<file path="config.mk">
export PLATFORM = sky130hd
export DESIGN_NAME = euclid_quotient_sequence
export DESIGN_NICKNAME = d
export VERILOG_FILES = /design/src/sv/eqs_pkg.sv /design/src/sv/eqs_dpath.sv /design/src/sv/eqs_ctrl.sv /design/src/sv/euclid_quotient_sequence.sv
export SDC_FILE = /design/constraint.sdc
export NUM_CORES = 1
export LEC_CHECK = 0
export BUFFER_PORTS_ARGS = -buffer_cell sky130_fd_sc_hd__buf_4
export CAP_MARGIN = 5
export CORE_MARGIN = 5
export CORE_UTILIZATION = 33
export DETAILED_ROUTE_END_ITERATION = 6
export SLEW_MARGIN = 15
export SYNTH_ARGS = -nofsm -noshare
export SYNTH_HDL_FRONTEND = slang
export SYNTH_SLANG_ARGS = --single-unit
</file>
<file path="constraint.sdc">
create_clock -name clock -period 3 [get_ports clock]
set_input_delay 0.3 -clock clock [delete_from_list [all_inputs] [get_ports clock]]
set_output_delay 0.3 -clock clock [all_outputs]
set_load 0.01 [all_outputs]
</file>
<file path="src/sv/eqs_pkg.sv">
package eqs_pkg;

   // result fields are always this wide
   localparam int unsigned OUT_W = 32;

   // longest run a single input item may produce
   localparam int unsigned MAX_RESULTS = 47;
   localparam int unsigned STEP_W      = $clog2(MAX_RESULTS);

   typedef enum logic [1:0] {
      ST_IDLE,
      ST_START,
      ST_DIV,
      ST_OUT
   } eqs_state_type;

   // controller to datapath
   typedef struct packed {
      logic load;      // capture and order the operands
      logic init_div;  // load the dividend into the divider, clear remainder and bit count
      logic div_step;  // one restoring-division bit
      logic advance;   // divisor becomes dividend, remainder becomes divisor
   } eqs_cmd_type;

   // datapath to controller
   typedef struct packed {
      logic dvs_zero;  // current divisor is zero
      logic div_done;  // this is the final bit of the division
      logic last;      // result on the output ends the run
   } eqs_status_type;

endpackage

</file>
<file path="src/sv/eqs_dpath.sv">
module eqs_dpath
   import eqs_pkg::*;
#(
   parameter int unsigned WIDTH = 32
) (
   input  logic                clock,
   input  logic                reset,
   input  eqs_cmd_type         cmd,
   output eqs_status_type      status,
   input  logic [OUT_W-1:0]    first_operand,
   input  logic [OUT_W-1:0]    second_operand,
   output logic [OUT_W-1:0]    quotient,
   output logic [OUT_W-1:0]    divisor,
   output logic [OUT_W-1:0]    remainder_out,
   output logic                last_step,
   output logic                zero_operand
);

   localparam int unsigned CNT_W = $clog2(WIDTH);

   logic [WIDTH-1:0]  dvd_ff, dvd_in;
   logic [WIDTH-1:0]  dvs_ff, dvs_in;
   logic [WIDTH-1:0]  quo_ff, quo_in;
   logic [WIDTH-1:0]  rem_ff, rem_in;
   logic [CNT_W-1:0]  cnt_ff, cnt_in;
   logic [STEP_W-1:0] step_ff, step_in;
   logic              zero_ff, zero_in;

   logic [WIDTH-1:0]  op_x;
   logic [WIDTH-1:0]  op_y;
   logic [WIDTH:0]    trial;
   logic [WIDTH:0]    diff;
   logic              last;

   assign op_x  = WIDTH'(first_operand);
   assign op_y  = WIDTH'(second_operand);

   // shift in the next dividend bit and try to subtract
   assign trial = {rem_ff, quo_ff[WIDTH-1]};
   assign diff  = trial - {1'b0, dvs_ff};

   assign last = zero_ff || (rem_ff == '0) || (step_ff == STEP_W'(MAX_RESULTS - 1));

   always_comb begin
      dvd_in  = dvd_ff;
      dvs_in  = dvs_ff;
      quo_in  = quo_ff;
      rem_in  = rem_ff;
      cnt_in  = cnt_ff;
      step_in = step_ff;
      zero_in = zero_ff;
      if (cmd.load) begin
         if (op_x > op_y) begin
            dvd_in = op_x;
            dvs_in = op_y;
         end else begin
            dvd_in = op_y;
            dvs_in = op_x;
         end
         zero_in = (op_x == '0) || (op_y == '0);
         quo_in  = '0;
         rem_in  = '0;
         step_in = '0;
      end
      if (cmd.init_div) begin
         quo_in = dvd_ff;
         rem_in = '0;
         cnt_in = '0;
      end
      if (cmd.div_step) begin
         if (!diff[WIDTH]) begin
            rem_in = diff[WIDTH-1:0];
            quo_in = {quo_ff[WIDTH-2:0], 1'b1};
         end else begin
            rem_in = trial[WIDTH-1:0];
            quo_in = {quo_ff[WIDTH-2:0], 1'b0};
         end
         cnt_in = cnt_ff + 1'b1;
      end
      if (cmd.advance) begin
         dvd_in  = dvs_ff;
         dvs_in  = rem_ff;
         step_in = step_ff + 1'b1;
      end
   end

   always_ff @(posedge clock) begin
      if (reset) begin
         dvd_ff  <= '0;
         dvs_ff  <= '0;
         quo_ff  <= '0;
         rem_ff  <= '0;
         cnt_ff  <= '0;
         step_ff <= '0;
         zero_ff <= 1'b0;
      end else begin
         dvd_ff  <= dvd_in;
         dvs_ff  <= dvs_in;
         quo_ff  <= quo_in;
         rem_ff  <= rem_in;
         cnt_ff  <= cnt_in;
         step_ff <= step_in;
         zero_ff <= zero_in;
      end
   end

   assign status.dvs_zero = (dvs_ff == '0);
   assign status.div_done = (cnt_ff == CNT_W'(WIDTH - 1));
   assign status.last     = last;

   // zero operand case reports the larger operand as the divisor
   assign quotient      = OUT_W'(quo_ff);
   assign divisor       = zero_ff ? OUT_W'(dvd_ff) : OUT_W'(dvs_ff);
   assign remainder_out = OUT_W'(rem_ff);
   assign last_step     = last;
   assign zero_operand  = zero_ff;

endmodule

</file>
<file path="src/sv/eqs_ctrl.sv">
module eqs_ctrl
   import eqs_pkg::*;
(
   input  logic           clock,
   input  logic           reset,
   input  logic           req_valid,
   output logic           req_stall,
   output logic           rsp_valid,
   input  logic           rsp_stall,
   input  eqs_status_type status,
   output eqs_cmd_type    cmd
);

   eqs_state_type state_ff, state_in;

   always_ff @(posedge clock) begin
      if (reset) begin
         state_ff <= ST_IDLE;
      end else begin
         state_ff <= state_in;
      end
   end

   always_comb begin
      state_in  = state_ff;
      cmd       = '0;
      req_stall = 1'b1;
      rsp_valid = 1'b0;
      unique case (state_ff)
         ST_IDLE: begin
            req_stall = 1'b0;
            if (req_valid) begin
               cmd.load = 1'b1;
               state_in = ST_START;
            end
         end
         ST_START: begin
            if (status.dvs_zero) begin
               state_in = ST_OUT;
            end else begin
               cmd.init_div = 1'b1;
               state_in     = ST_DIV;
            end
         end
         ST_DIV: begin
            cmd.div_step = 1'b1;
            if (status.div_done) begin
               state_in = ST_OUT;
            end
         end
         ST_OUT: begin
            rsp_valid = 1'b1;
            if (!rsp_stall) begin
               if (status.last) begin
                  state_in = ST_IDLE;
               end else begin
                  cmd.advance = 1'b1;
                  state_in    = ST_START;
               end
            end
         end
         default: begin
            state_in = ST_IDLE;
         end
      endcase
   end

endmodule

</file>
<file path="src/sv/euclid_quotient_sequence.sv">
// sequence: the operands are ordered as they are taken, the divider is seeded in the start
// state and runs in the divide state, and each result is held in the output state until taken
// one input item at a time: no new input is taken until its last result is transferred; the
// one-bit-per-cycle restoring divider runs for every step; up to 45 steps for 32-bit operands
// a zero operand skips the divider and gives its single result from the output state
// reset: synchronous active-high, returns the controller to idle and clears flags
module euclid_quotient_sequence
   import eqs_pkg::*;
#(
   parameter int unsigned WIDTH = 32
) (
   input  logic             clock,
   input  logic             reset,
   // operand channel
   input  logic             req_valid,
   output logic             req_stall,
   input  logic [OUT_W-1:0] req_first_operand,
   input  logic [OUT_W-1:0] req_second_operand,
   // step result channel
   output logic             rsp_valid,
   input  logic             rsp_stall,
   output logic [OUT_W-1:0] rsp_quotient,
   output logic [OUT_W-1:0] rsp_divisor,
   output logic [OUT_W-1:0] rsp_remainder_out,
   output logic             rsp_last_step,
   output logic             rsp_zero_operand
);

   // command and status between the sequencer and the datapath
   eqs_cmd_type    cmd;
   eqs_status_type status;

   // sequencer: idle -> order operands -> start -> divide -> hold result until transfer, looping back
   // to start until the remainder reaches zero or MAX_RESULTS results are out; a zero divisor skips divide
   eqs_ctrl u_ctrl (
      .clock     (clock),
      .reset     (reset),
      .req_valid (req_valid),
      .req_stall (req_stall),
      .rsp_valid (rsp_valid),
      .rsp_stall (rsp_stall),
      .status    (status),
      .cmd       (cmd)
   );

   // operand registers, restoring divider and step counter; result fields come
   // straight from its registers, which hold still while a result waits
   eqs_dpath #(
      .WIDTH (WIDTH)
   ) u_dpath (
      .clock          (clock),
      .reset          (reset),
      .cmd            (cmd),
      .status         (status),
      .first_operand  (req_first_operand),
      .second_operand (req_second_operand),
      .quotient       (rsp_quotient),
      .divisor        (rsp_divisor),
      .remainder_out  (rsp_remainder_out),
      .last_step      (rsp_last_step),
      .zero_operand   (rsp_zero_operand)
   );

endmodule

</file>
# == Word-level counts from Yosys, hierarchy flattened ==
# Cells that the tools add are included.
# word_totals
regBits,142
inputBits,68
wordCells,66
output_inout_bits,100
# op_classes
eq_ne,8
order_cmp,1
addsub,3
n_reduce_logical,12
muxes,34
# op_table
operator,n
$mux W32,13
$logic_not A32 Y1,4
$sub A33 B32 Y33,1
$gt A32 B32 Y1,1
$mux W1,13
$mux W6,2
$mux W5,2
$pmux W2 S4,1
$add A6 B1 Y6 const B,1
$eq A6 B6 Y1 const B,1
$mux W2,3
$ne A2 B2 Y1 const B,3
$add A5 B1 Y5 const B,1
$eq A5 B5 Y1 const B,1
$eq A2 B2 Y1 const B,2
$reduce_bool A2 Y1,2
$logic_or A1 B1 Y1,3
$reduce_and A3 Y1,1
$reduce_bool A3 Y1,1
$eq A2 B1 Y1 const B,1
$logic_not A2 Y1,1

# == Depth between registers and ports, before layout ==
# Gate-level depths: netlist (run 1).
# depth
word_depth,7
depth_mapped,14
ltp_nobuf,12

# == Hierarchy ==
# A second synthesis (run 1) with hierarchy kept.
# unflattened
cells_unflattened,1320
hier_area_um2,10126.0
# by_module_without_submodules
module,seq_area_each_um2,instances,area_per_inst_um2,cells_per_inst
eqs_dpath,2802.7,1,9910.8,1296
eqs_ctrl,40.0,1,215.2,24

# == Least setup slack after synthesis (run 1) ==
# No wires, ideal clock.
# synth_timing
path_type,register to register
start,register u_dpath.quo_ff[31] (netlist: u_dpath.quotient[31])
end,register u_dpath.rem_ff[10] (netlist: u_dpath.remainder_out[10])
t_arrival_ns,2.643
setup_ns,0.128
stages_incl_launch_ff,15
path_buffers,2
slack_ns,0.229
required_ns,2.872
synth_period_minus_slack_ns,2.771
path_cell_list,dfxtp_1 -> inv_1 -> ha_1 -> inv_1 -> fa_1 -> a211oi_1 -> o211a_1 -> or3_4 -> a211oi_4 -> nor4_1 -> nor3_2 -> buf_6 -> buf_12 -> mux2i_1 -> o21ai_1
# synth_via
elab_chain_cells,3
# synth_rtl
item,line_no,text
start: declaration,eqs_dpath.sv:23,"logic [WIDTH-1:0] quo_ff, quo_in;"
start signal: assignment,eqs_dpath.sv:99,quo_ff <= quo_in;
$sub A33 B32 Y33,eqs_dpath.sv:40,"assign diff = trial - {1'b0, dvs_ff};"
$mux W32,eqs_dpath.sv:71,if (!diff[WIDTH]) begin
$mux W32,eqs_dpath.sv:70,if (cmd.div_step) begin
end signal: assignment,eqs_dpath.sv:100,rem_ff <= rem_in;
end: declaration,eqs_dpath.sv:24,"logic [WIDTH-1:0] rem_ff, rem_in;"
# No other way between the ends.
# A chain may end at the register's enable or synchronous reset.

# == Final worst setup path (run 1) ==
# layout_timing
start,register u_dpath.dvs_ff[17]
end,register u_dpath.rem_ff[0] (netlist: u_dpath.remainder_out[0])
# layout_via
elab_chain_cells,5
elab_cells_between_ends,8
cone_classes,add/sub: 1; mux: 5; reduce/logical: 2
# layout_rtl
item,line_no,text
start: declaration,eqs_dpath.sv:22,"logic [WIDTH-1:0] dvs_ff, dvs_in;"
start signal: assignment,eqs_dpath.sv:98,dvs_ff <= dvs_in;
branches (longest 5 deep; another with $sub A33 B32 Y33),-,
# Parallel ways; which one is timed is not known.

==> results of run 1 <==
## final cells by class
class                   count  area share, %
multi-input cells        1008           51.7
flip-flops and latches    142           21.9
repair buffers            264           15.9
well taps                 396           3.82
clock buffers              20           3.59
inverters                  77           2.23
clock inverters            11          0.858
## power by group
part	total (mW)	internal, mW	switching [mW]
Sequential	2.57	2.22	0.348
Combinational	4.15	1.70	2.45
Clock	2.09	1.21	0.883
## worst paths after layout
path                      startpoint                        to  slack, ns  cells after the start
setup reg to reg  u_dpath.dvs_ff[17]  u_dpath.remainder_out[0]       0.06                     12
setup / recovery  u_dpath.dvs_ff[17]  u_dpath.remainder_out[0]       0.06                     12
hold reg to reg   u_dpath.step_ff[5]        u_dpath.step_ff[5]       0.48                      1
hold / removal                 reset      u_dpath.quotient[18]       0.28                      2
## synth_stat cells, drive strengths merged, types with 9 or more instances
library cell / count / area, um2
nor4: 36 / 231
xnor2: 17 / 149
a21o: 83 / 623
mux2i: 90 / 901
nand3: 38 / 190
a21oi: 173 / 866
inv: 77 / 289
buf: 20 / 153
nand2: 116 / 435
clkbuf: 63 / 238
xor2: 9 / 78.8
nand4: 17 / 106
o21ai: 145 / 726
ha: 73 / 913
nor2: 79 / 297
o21a: 11 / 83.8
dfxtp: 142 / 2840
a211oi: 11 / 95.1
## kinds of logic (layout without fill, tap and decap cells)
group	Yosys count	count (layout)	synth area share [%]
fa+ha+maj	74	74	9.26
mux	91	91	9.05
buf+inv	160	372	6.74
simple gates	335	335	15.8
compound gates	482	482	28.6
flops	142	142	28.2
xor+xnor	26	26	2.26
## per-stage QoR
stage               power (mW)  util, %  worst slack [ns]  cells
floorplan                 5.09        -             0.229   1310
global placement          6.59     40.4           -0.0886   1884
detailed placement        6.63     40.4            -0.140   1884
CTS                       8.74     42.3           -0.0151   1915
global route              9.38     42.8           -0.0342   1918
finish                    8.82     42.8            0.0608   1918
## flip-flops by register name (all words and copies together) (netlist names)
signal                 cells
u_dpath.dvd_ff            32
u_dpath.dvs_ff            32
u_dpath.quotient          32
u_dpath.remainder_out     32
u_dpath.step_ff            6
u_dpath.cnt_ff             5
u_ctrl.state_ff            2
u_dpath.zero_operand       1
## worst max-delay path, delay by kind of cell (launching register included)
kind	cells	cell delay [ns]
muxes	1	0.20
adders and majority gates	1	0.36
buffers and inverters	3	0.41
AOI/OAI and AO/OA	2	0.43
and+or+nand+nor	5	1.13
DFF	1	0.36
## metal layers
| metal | track usage, % | part of all wire [%] | wire [um] |
|---|---|---|---|
| met5 | 0 | 0 | 0 |
| met4 | 6.61 | 2.7 | 998 |
| met3 | 2.67 | 5.3 | 1980 |
| met2 | 33.0 | 46 | 16900 |
| met1 | 29.7 | 46 | 17200 |
## cell usage in the layout, fill, tap and decap left out, types with 6 or more instances in the layout
| master | n |
|---|---|
| a211oi_1 | 8 |
| a21o_1 | 83 |
| a21oi_1 | 173 |
| a32oi_1 | 8 |
| and2_1 | 8 |
| and3_1 | 6 |
| buf_12 | 6 |
| buf_4 | 256 |
| clkbuf_16 | 17 |
| dfxtp_1 | 137 |
| ha_1 | 66 |
| inv_1 | 76 |
| mux2i_1 | 90 |
| nand2_1 | 116 |
| nand3_1 | 38 |
| nand4_1 | 17 |
| nor2_1 | 76 |
| nor4_1 | 34 |
| o211ai_1 | 7 |
| o21a_1 | 10 |
| o21ai_0 | 117 |
| o21ai_1 | 28 |
| xnor2_1 | 17 |
| xor2_1 | 9 |
## repair_timing
action / 4_1_cts / 5_1_grt
pin swaps: 0 / 6
gates cloned: 0 / 1
gates resized for setup: 2 / 29
hold buffers: 0 / 0
setup endpoints to repair: 10 / 33
buffers inserted: 0 / 2
==> metrics.md, run 1 <==
| Metric | Value |
|---|---|
| Status | complete, no violations |
| Hold WS | 0.278 ns |
| Port bufs | 167 |
| Crit path time final | 2.94 ns |
| Post-synthesis average cell area | 7.70 um2 |
| Yosys reg bits | 142 |
| Drt first pass iters | 5 |
| Die Y | roughly 180 um |
| Syn Inst Count | 1310 |
| Die Wd | 185 um |
| Final instance area | 13000 um2 |
| Nets | 1652 |
| Starting Density | 33.2% |
| DP Area | 12200 um2 |
| DIE AREA | 34100 um2 |
| ANT cells | 0 |
| CP max stage delay | 0.45 ns |
| # H-tree levels | 4 |
| Layout cell share with drive strength beyond 1 | 22.1% |
| Crit-path cells | inv_1 -> ha_1 -> and3_1 -> nand4_1 -> or3_4 -> a211oi_4 -> nor4_4 -> nor3_4 -> buf_12 -> buf_4 -> mux2i_1 -> a22o_1 |
| Largest net degree at the start of global routing | 66 |
| Headroom to the max-slew limit | between 20% and 30% |
| Max_cap viols | 0 |
| Ports | 168 |
| Setup Total Neg Slack | 0 ns |
| Fillers | 3060 |
| Worst EP required | 3.36 ns |
| Vias in the first global route | 9802 |
| Post-synth EDFFs | 0 |
| Initial antenna violation count | 0 |
| DP HPWL | ~29 mm |
| Final hold viol count | 0 |
| Drt via density | 5.48 |
| Final Slew Violations | 0 |
| Global route overflow | 0 |
| Worst min-delay path category | in2reg |
| Placer Congestion | 0.952 |
| Critical path class | reg2reg |
| First-pass GRT wire length | 56.1 mm |
| Final wirelength | 37.1 mm |
| Wirelength per Cell | ~19 um |
| Setup crit start kind | flop |
| Max Clk Rate | 0.340 GHz |
| Cell Pwr Density | 679 nW/um2 |
| Syn_nets | 1452 |
| Crit path DAT | approximately 3.3 ns |
| Synth Cell Area | 10100 um2 |
| Share of the yosys chip area belonging to registers | between 20 and 30% |
| Top FF cell, synth | dfxtp_1 |
| Number of setup violations in the final report | 0 |
| Worst-path clk slew | 0.06 ns |
| Worst-path fanout max | 6 |
| Distinct cells, synth | 72 |
| RSZ-0062 raised after global routing | yes |
| DR vias | 10515 |
| Tcrit/Tclk final | a little over nine tenths |
| Post-route ant nets | 0 |
| Peak VDD IR | 0.455 mV |
| Worst-skew pair later-pin latency | about 0.42 ns |
| FFs w/ async S/R, synth | 0% |
| Setup Skew | 0.0121 ns |
| Core area | 30300 um2 |
| Slowest cell on the critical path | or3_4 |
| TritonCTS clock tree | built |
| Warnings from Yosys | 0 |
| CTS Buffer Depth | 2 |
| Root Buffer Master | clkbuf_16 |
| Clk sinks | 142 |
| Worst Tran Pin Value | 1.08 ns |
| Crit. End Element | flop |
| Register area | 2850 um2 |
| Area of the multi-input gates | 6710 um2 |
| GRT Util Overall | a little over a fifth |
| TritonCTS buffer count | 17 |
| Initial DRC count | 1168 |
| DRC viols | 0 |
| Row cnt | 64 |
| Layout area overhead | 28.8% |
| Leak | 6.35 nW |
Power figures use the tool's default switching activity.
==> inputs of run 2 (changes only) <==
Settings changed: CORE_UTILIZATION 33 to 58, PLACE_DENSITY from default to 0.82.
==> run 2 against run 1 <==
Net effect:
- final cell count decreased by 9.3%
- fmax shrank 0.97%
- power up 2.3%
- die area is 41% lower
- final area shrank 1.1%
- hold slack gained 0.014 ns
- sequential share of layout area rose by 0.25 points
==> metrics.md, run 2 (synthesis gave the netlist of run 1 again) <==
| Metric | Value |
|---|---|
| First-pass GRT wire length | 53.2 mm (-5.3%) |
| Min-delay src | req_first_operand[8] |
| Total power | 9.02 mW (+2.3%) |
| Vias in the first global route | 10243 (+4.5%) |
| Final hold viol count | 0 (unchanged) |
| Largest net degree at the start of global routing | 81 (+23%) |
| Status | complete, no violations |
| TritonCTS clock tree | built |
| Final wirelength | 35.4 mm (-4.5%) |
| GR Util met2 | 53.9% (+21 points) |
| Headroom to the max-slew limit | 33.3% (+5.7 points) |
| Starting Density | 58.7% (+25 points) |
| DR vias | 11372 (+8.2%) |
| Layout area overhead | 27.5% |
| Initial DRC count | 1271 (+8.8%) |
| Crit-path cells | inv_1 -> ha_4 -> o211ai_2 -> o211a_1 -> or3_4 -> a211oi_4 -> nor4_4 -> nor3_4 -> buf_6 -> buf_12 -> buf_6 -> mux2i_1 -> o21ai_1 |
| Register area | 2850 um2 (about the same) |
| Crit path buffers/inverters | 4 (+1) |
| CTS Buffer Depth | 2 (unchanged) |
| Cell Pwr Density | 702 nW/um2 (+3.4%) |
| Initial antenna violation count | 0 (unchanged) |
| Met1 Use GR | 42.3% (+13 points) |
| Worst Tran Pin Value | 0.998 ns (-0.0857 ns) |
| DRC viols | 0 (unchanged) |
| Post-route ant nets | 0 (unchanged) |
| Peak VDD IR | 0.472 mV (+3.8%) |
| Slowest cell on the critical path | dfxtp_1 |
| R2r worst-path depth | 13 (+1) |
| Tcrit/Tclk final | 98.9% (+0.96 points) |
| Worst r2r src | u_dpath.dvs_ff[4] |
| Commonest non-fill, non-tap cell in the layout | buf_4 |
| CP max stage delay | 0.38 ns (-0.07 ns) |
| RR Endpoint | u_dpath.remainder_out[9] |
| Die Wd | 142 um (-23%) |
| Leading cell types in the layout, fill and taps excluded | buf_4 (242), a21oi_1 (172), dfxtp_1 (135) |
| Nets | 1644 (-0.48%) |
| DP Area | 12000 um2 (-2.4%) |
| RSZ-0062 raised after global routing | yes |
| Crit path DAT | 3.27 ns (-0.03 ns) |
| Max_cap viols | 0 (unchanged) |
| Final instance area | 12800 um2 (-1.1%) |
| Layout cell share with drive strength beyond 1 | 22.0% (-0.096 points) |
| TritonCTS buffer count | 17 (unchanged) |
| Worst min-delay path category | in2reg |
| Worst-path clk slew | 0.07 ns (about the same) |
| GRT Util Overall | 32.9% (+12 points) |
| Ports | 168 (unchanged) |
| Port bufs | 167 (unchanged) |
| Leak | 6.37 nW (+0.29%) |
| Global route overflow | 0 (unchanged) |
| Drt via density | 6.54 (+19%) |
| GRT busiest layer | met2 |
| Core area | 17200 um2 (-43%) |
| Row cnt | 48 (-25%) |
| Worst hold stages | 4 (+2) |
| Worst EP required | 3.30 ns (-0.06 ns) |
| Most frequent CP cell | buf_6 |
| # H-tree levels | 4 (unchanged) |
| DIE AREA | 20100 um2 (-41%) |
| Final Slew Violations | 0 (unchanged) |
| ANT cells | 0 (unchanged) |
| Number of setup violations in the final report | 0 (unchanged) |
| Setup Skew | 0.0144 ns (+0.00234 ns) |
| Worst-path fanout max | 5 (-1) |
| Setup crit start kind | flop |
| Placer Congestion | 0.995 (+4.6%) |
| Wirelength per Cell | 20.3 um (+5.2%) |
| Top delay family on crit path | compound AO/OA/AOI/OAI gates |
| Area of the multi-input gates | 6740 um2 (+0.41%) |
| Clk sinks | 142 (unchanged) |
| Worst-skew pair later-pin latency | 0.43 ns (about the same) |
| Worst R2R Setup Slack | 0.03 ns (-0.03 ns) |
| Hold Path End | u_dpath.dvd_ff[8] |
| Crit path time final | 2.97 ns (+0.0289 ns) |
| Fillers | 1278 (-58%) |
| DP HPWL | 25.4 mm (-12%) |
| Max Clk Rate | 0.337 GHz (-0.97%) |
| Die Y | 142 um (-23%) |
| Crit. End Element | flop |
| Met3 Usage GRT | 5.97% (+3.3 points) |
| Drt first pass iters | 6 (+1) |
| Root Buffer Master | clkbuf_16 |
| Critical path class | reg2reg |
==> run 2: changes by cell type in the layout (fill, tap and decap cells not counted), moves of 3 or more <==
cell,before,now
ha_4,3,6
inv_6,1,6
buf_4,256,242
clkinvlp_4,5,2
==> run 2: power by group <==
part / switching [mW] / internal, mW
combinational: 2.47 / 1.71
sequential: 0.356 / 2.23
clock: 0.907 / 1.35
total: 3.74 / 5.29
==> run 2: how the worst max path moves through the flow <==
stage | slack, ns | cells past startpoint | startpoint | endpoint
final | 0.03 | 13 | u_dpath.dvs_ff[4] | u_dpath.remainder_out[9]
after global routing | -0.07 | 13 | u_dpath.dvs_ff[21] | u_dpath.remainder_out[15]
after CTS | 0.004 | 14 | u_dpath.quotient[31] | u_dpath.remainder_out[7]
after detailed placement | -0.07 | 14 | u_dpath.quotient[31] | u_dpath.remainder_out[29]
after global placement | 0.03 | 14 | u_dpath.quotient[31] | u_dpath.remainder_out[31]
after floorplan | 0.23 | 14 | u_dpath.quotient[31] | u_dpath.remainder_out[10]
==> run 2: layer usage <==
layer  share of wire, %  wire length, um
met5                  0                0
met3                 11             3780
met2                 46            16200
met4                4.7             1650
met1                 39            13800
==> run 2: per-stage QoR <==
step / util [%] / instances / hold slack (ns) / setup slack, ns / setup TNS, ns
floorplan: - / 1310 / 0.430 / 0.229 / 0
global placement: 69.6 / 1696 / 0.453 / 0.0322 / 0
detailed placement: 69.6 / 1696 / 0.459 / -0.0671 / -0.370
CTS: 73.3 / 1728 / 0.284 / 0.00354 / 0
global route: 74.8 / 1740 / 0.303 / -0.0709 / -0.461
finish: 74.8 / 1740 / 0.292 / 0.0319 / 0
==> run 2: layout make-up <==
type / instances / share of cell area, %
clock inverters: 13 / 1.36
multi-input cells: 1008 / 52.4
repair buffers: 256 / 16.1
clock buffers: 19 / 3.45
well taps: 225 / 2.19
flip-flops and latches: 142 / 22.2
inverters: 77 / 2.25
==> run 2: timing repair <==
action                                  in CTS  in global routing
pin swaps                                    1                 11
gates resized for setup                      3                 30
cloned                                       0                  2
hold buffers                                 0                  0
setup buffers                                0                 10
endpoints found under the setup margin      13                 26
==> run 2: worst min-delay path: cells and delay by family <==
kind                   cells  cell delay [ns]
buffers and inverters      1             0.10
AOI/OAI and AO/OA          2             0.23
muxes                      1             0.06
==> inputs of run 3 (changes only) <==
Settings changed: ABC_AREA from default to 1, CORE_ASPECT_RATIO from default to 0.9, CORE_UTILIZATION 58 to 59.
==> run 3 against run 2 <==
Net effect:
- the flow now finishes with violations (design-rule violations)
- hold slack worse by 0.042 ns
- sequential share of layout area fell by 2.1 points
- final cell count up 44%
- worst setup slack better by 0.18 ns
- critical endpoint is now u_dpath.remainder_out[0]
- critical path depth is 3 higher
- first-iteration DRC count up 26%
- highest routed layer unchanged
- final area rose by 10%
- fmax increased by 6.3%
==> metrics.md, run 3 <==
| Metric | Value |
|---|---|
| Crit-path cells | ha_1 -> inv_1 -> fa_1 -> nand2_1 -> nand2_1 -> nand3_1 -> nand2_2 -> nand2_1 -> nand2_2 -> nand2_2 -> nand2_2 -> nand2_2 -> buf_4 -> nand3_1 -> nand3_1 -> a21oi_1 |
| Setup Skew | 0.0120 ns (-0.00235 ns) |
| Die Wd | 160 um (+13%) |
| GR Util met2 | 57.1% (+3.2 points) |
| Critical path origin | u_dpath.dvs_ff[0] |
| RSZ-0062 raised after global routing | no |
| DRC viols | 3 (+3) |
| Synth Cell Area | 12000 um2 (+19%) |
| DP HPWL | 32.5 mm (+28%) |
| Warnings from Yosys | 0 (unchanged) |
| Final wirelength | 42.4 mm (+20%) |
| Most frequent CP cell | nand2_2 |
| Worst-skew pair later-pin latency | 0.44 ns (about the same) |
| FFs w/ async S/R, synth | 0% (unchanged) |
| Worst-path fanout max | 11 (+6) |
| Die Y | 145 um (+2.3%) |
| Max_cap viols | 0 (unchanged) |
| Initial antenna violation count | 0 (unchanged) |
| Starting Density | 59.9% (+1.2 points) |
| Top cells by area, synth | dfxtp_1 (24%), nand2_1 (22%), nand3_1 (12%) |
| TritonCTS clock tree | built |
| Worst r2r src | u_dpath.dvs_ff[0] |
| Crit. End Element | flop |
| Tcrit/Tclk final | 93.0% (-5.9 points) |
| CP max stage delay | 0.45 ns (+0.07 ns) |
| Worst Tran Pin Value | 1.16 ns (+0.160 ns) |
| Syn_nets | 2250 (+55%) |
| R2r worst-path depth | 16 (+3) |
| Post-synthesis average cell area | 5.68 um2 (-26%) |
| Hold WS | 0.250 ns (-0.0418 ns) |
| Nets | 2385 (+45%) |
| DP Area | 13500 um2 (+13%) |
| CTS Buffer Depth | 2 (unchanged) |
| Post-route ant nets | 0 (unchanged) |
| Dpl cells | 2479 (+46%) |
| Final hold viol count | 0 (unchanged) |
| Setup Total Neg Slack | 0 ns (unchanged) |
| First-pass GRT wire length | 66.1 mm (+24%) |
| Largest net degree at the start of global routing | 102 (+26%) |
| Worst hold stages | 4 (unchanged) |
| Commonest non-fill, non-tap cell in the layout | nand2_1 |
| Top FF cell, synth | dfxtp_1 |
| Drt via density | 5.68 (-13%) |
| Share of the yosys chip area belonging to registers | 23.7% (-4.5 points) |
| Leading cell types in the layout, fill and taps excluded | nand2_1 (690), inv_1 (357), nand3_1 (278) |
| Finished Layout Cells | 2511 (+44%) |
| Clk sinks | 142 (unchanged) |
| Initial DRC count | 1606 (+26%) |
| DIE AREA | 23300 um2 (+16%) |
| DR vias | 14274 (+26%) |
| Yosys reg bits | 142 (unchanged) |
| Status | complete, but fails checks |
| Wirelength per Cell | 16.9 um (-17%) |
| Syn Inst Count | 2108 (+61%) |
| GRT busiest layer | met2 |
| Crit path to | u_dpath.remainder_out[0] |
| Final Slew Violations | 0 (unchanged) |
| Failing checks | design-rule violations |
| Critical path class | reg2reg |
| Ports | 168 (unchanged) |
| Most common cell in the synthesized netlist | nand2_1 |
| Synth top area share | 23.7% (-4.5 points) |
| ANT cells | 0 (unchanged) |
| Placer Congestion | 1.02 (+2.8%) |
| Drt first pass iters | 7 (+1) |
| Vias in the first global route | 12941 (+26%) |
| Crit path DAT | 3.07 ns (-0.20 ns) |
| TritonCTS buffer count | 17 (unchanged) |
| Global route overflow | 0 (unchanged) |
| # Post-CTS Setup Buffers | 0 (unchanged) |
| Layout cell share with drive strength beyond 1 | 12.2% (-9.8 points) |
| Worst-path clk slew | 0.07 ns (about the same) |
| Core area | 20000 um2 (+16%) |
| Row cnt | 49 (+2.1%) |
| Layout area overhead | 18.2% |
| RR Endpoint | u_dpath.remainder_out[0] |
| Root Buffer Master | clkbuf_16 |
| Setup crit start kind | flop |
| Port bufs | 167 (unchanged) |
| Post-synth EDFFs | 0 (unchanged) |
| Worst R2R Setup Slack | 0.21 ns (+0.18 ns) |
| Worst EP required | 3.28 ns (-0.02 ns) |
| # H-tree levels | 4 (unchanged) |
| Number of setup violations in the final report | 0 (unchanged) |
| Max Clk Rate | 0.358 GHz (+6.3%) |
| Headroom to the max-slew limit | 22.8% (-11 points) |
| Slowest cell on the critical path | dfxtp_1 |
| GRT Util Overall | 34.7% (+1.8 points) |
| Area leader, netlist | dfxtp_1 |
| Worst min-delay path category | in2reg |
| Final instance area | 14200 um2 (+10%) |
| Crit path time final | 2.79 ns (-0.177 ns) |
| Met3 Usage GRT | 4.99% (-0.97 points) |
| Distinct cells, synth | 36 (-50%) |
| Met1 Use GR | 45.2% (+3.0 points) |
| Most common library cells after synthesis | nand2_1 (693), inv_1 (357), nand3_1 (279), a21oi_1 (175), dfxtp_1 (142) |
run 3: kinds of logic (layout without fill, tap and decap cells):
kind of cell | after synthesis | in the layout | share of synthesized area, %
AOI/OAI and AO/OA | 265 | 265 | 11.4
xor gates and xnor gates | 15 | 15 | 1.10
adders and majority gates | 74 | 74 | 7.79
buffers and inverters | 461 | 609 | 15.2
DFF | 142 | 142 | 23.7
and+or+nand+nor | 1151 | 1151 | 40.8
run 3: worst min path at each step:
stage	startpoint	endpoint	slack, ns
3_3_place_gp	u_dpath.cnt_ff[3]	u_dpath.cnt_ff[3]	0.45
2_1_floorplan	u_dpath.cnt_ff[3]	u_dpath.cnt_ff[3]	0.44
3_5_place_dp	u_dpath.cnt_ff[3]	u_dpath.cnt_ff[3]	0.46
5_1_grt	req_second_operand[26]	u_dpath.zero_operand	0.29
4_1_cts	req_second_operand[26]	u_dpath.zero_operand	0.26
6_report	req_second_operand[26]	u_dpath.zero_operand	0.25
run 3: stage by stage:
stage / utilization [%] / setup slack [ns]
finish: 70.8 / 0.209
global route: 70.8 / 0.0120
CTS: 70.8 / 0.286
detailed placement: 67.5 / 0.307
global placement: 67.5 / 0.427
floorplan: - / 0.763
run 3: layout make-up:
cell class,instances,area (um2)
sequential,142,2840
multi-input combinational,1505,7330
tap,255,319
clock buffer,18,439
timing repair buffer,212,1640
inverter,365,1370
fill,1854,5830
clock inverter,14,205
run 3: what timing repair did:
action / 4_1_cts / 5_1_grt
endpoints found under the setup margin: 0 / 3
hold buffers: 0 / 0
hold endpoints to repair: 0 / 0
gates resized for setup: 0 / 1
run 3: layer usage:
layer | part of all wire, % | wire (um)
met3 | 8.8 | 3720
met5 | 0 | 0
met1 | 41 | 17200
met4 | 4.6 | 1970
met2 | 46 | 19500
run 3: critical path: cells and delay by family, from the launching register on:
family / cells / cell delay, ns
fa+ha+maj: 2 / 0.62
simple gates: 11 / 1.15
compound gates: 1 / 0.07
buf+inv: 2 / 0.34
flops: 1 / 0.45
Power of run 3 is left out: the tool's default activity adds up to more than one toggle a clock period on the data nets, which glitch-free logic cannot reach.
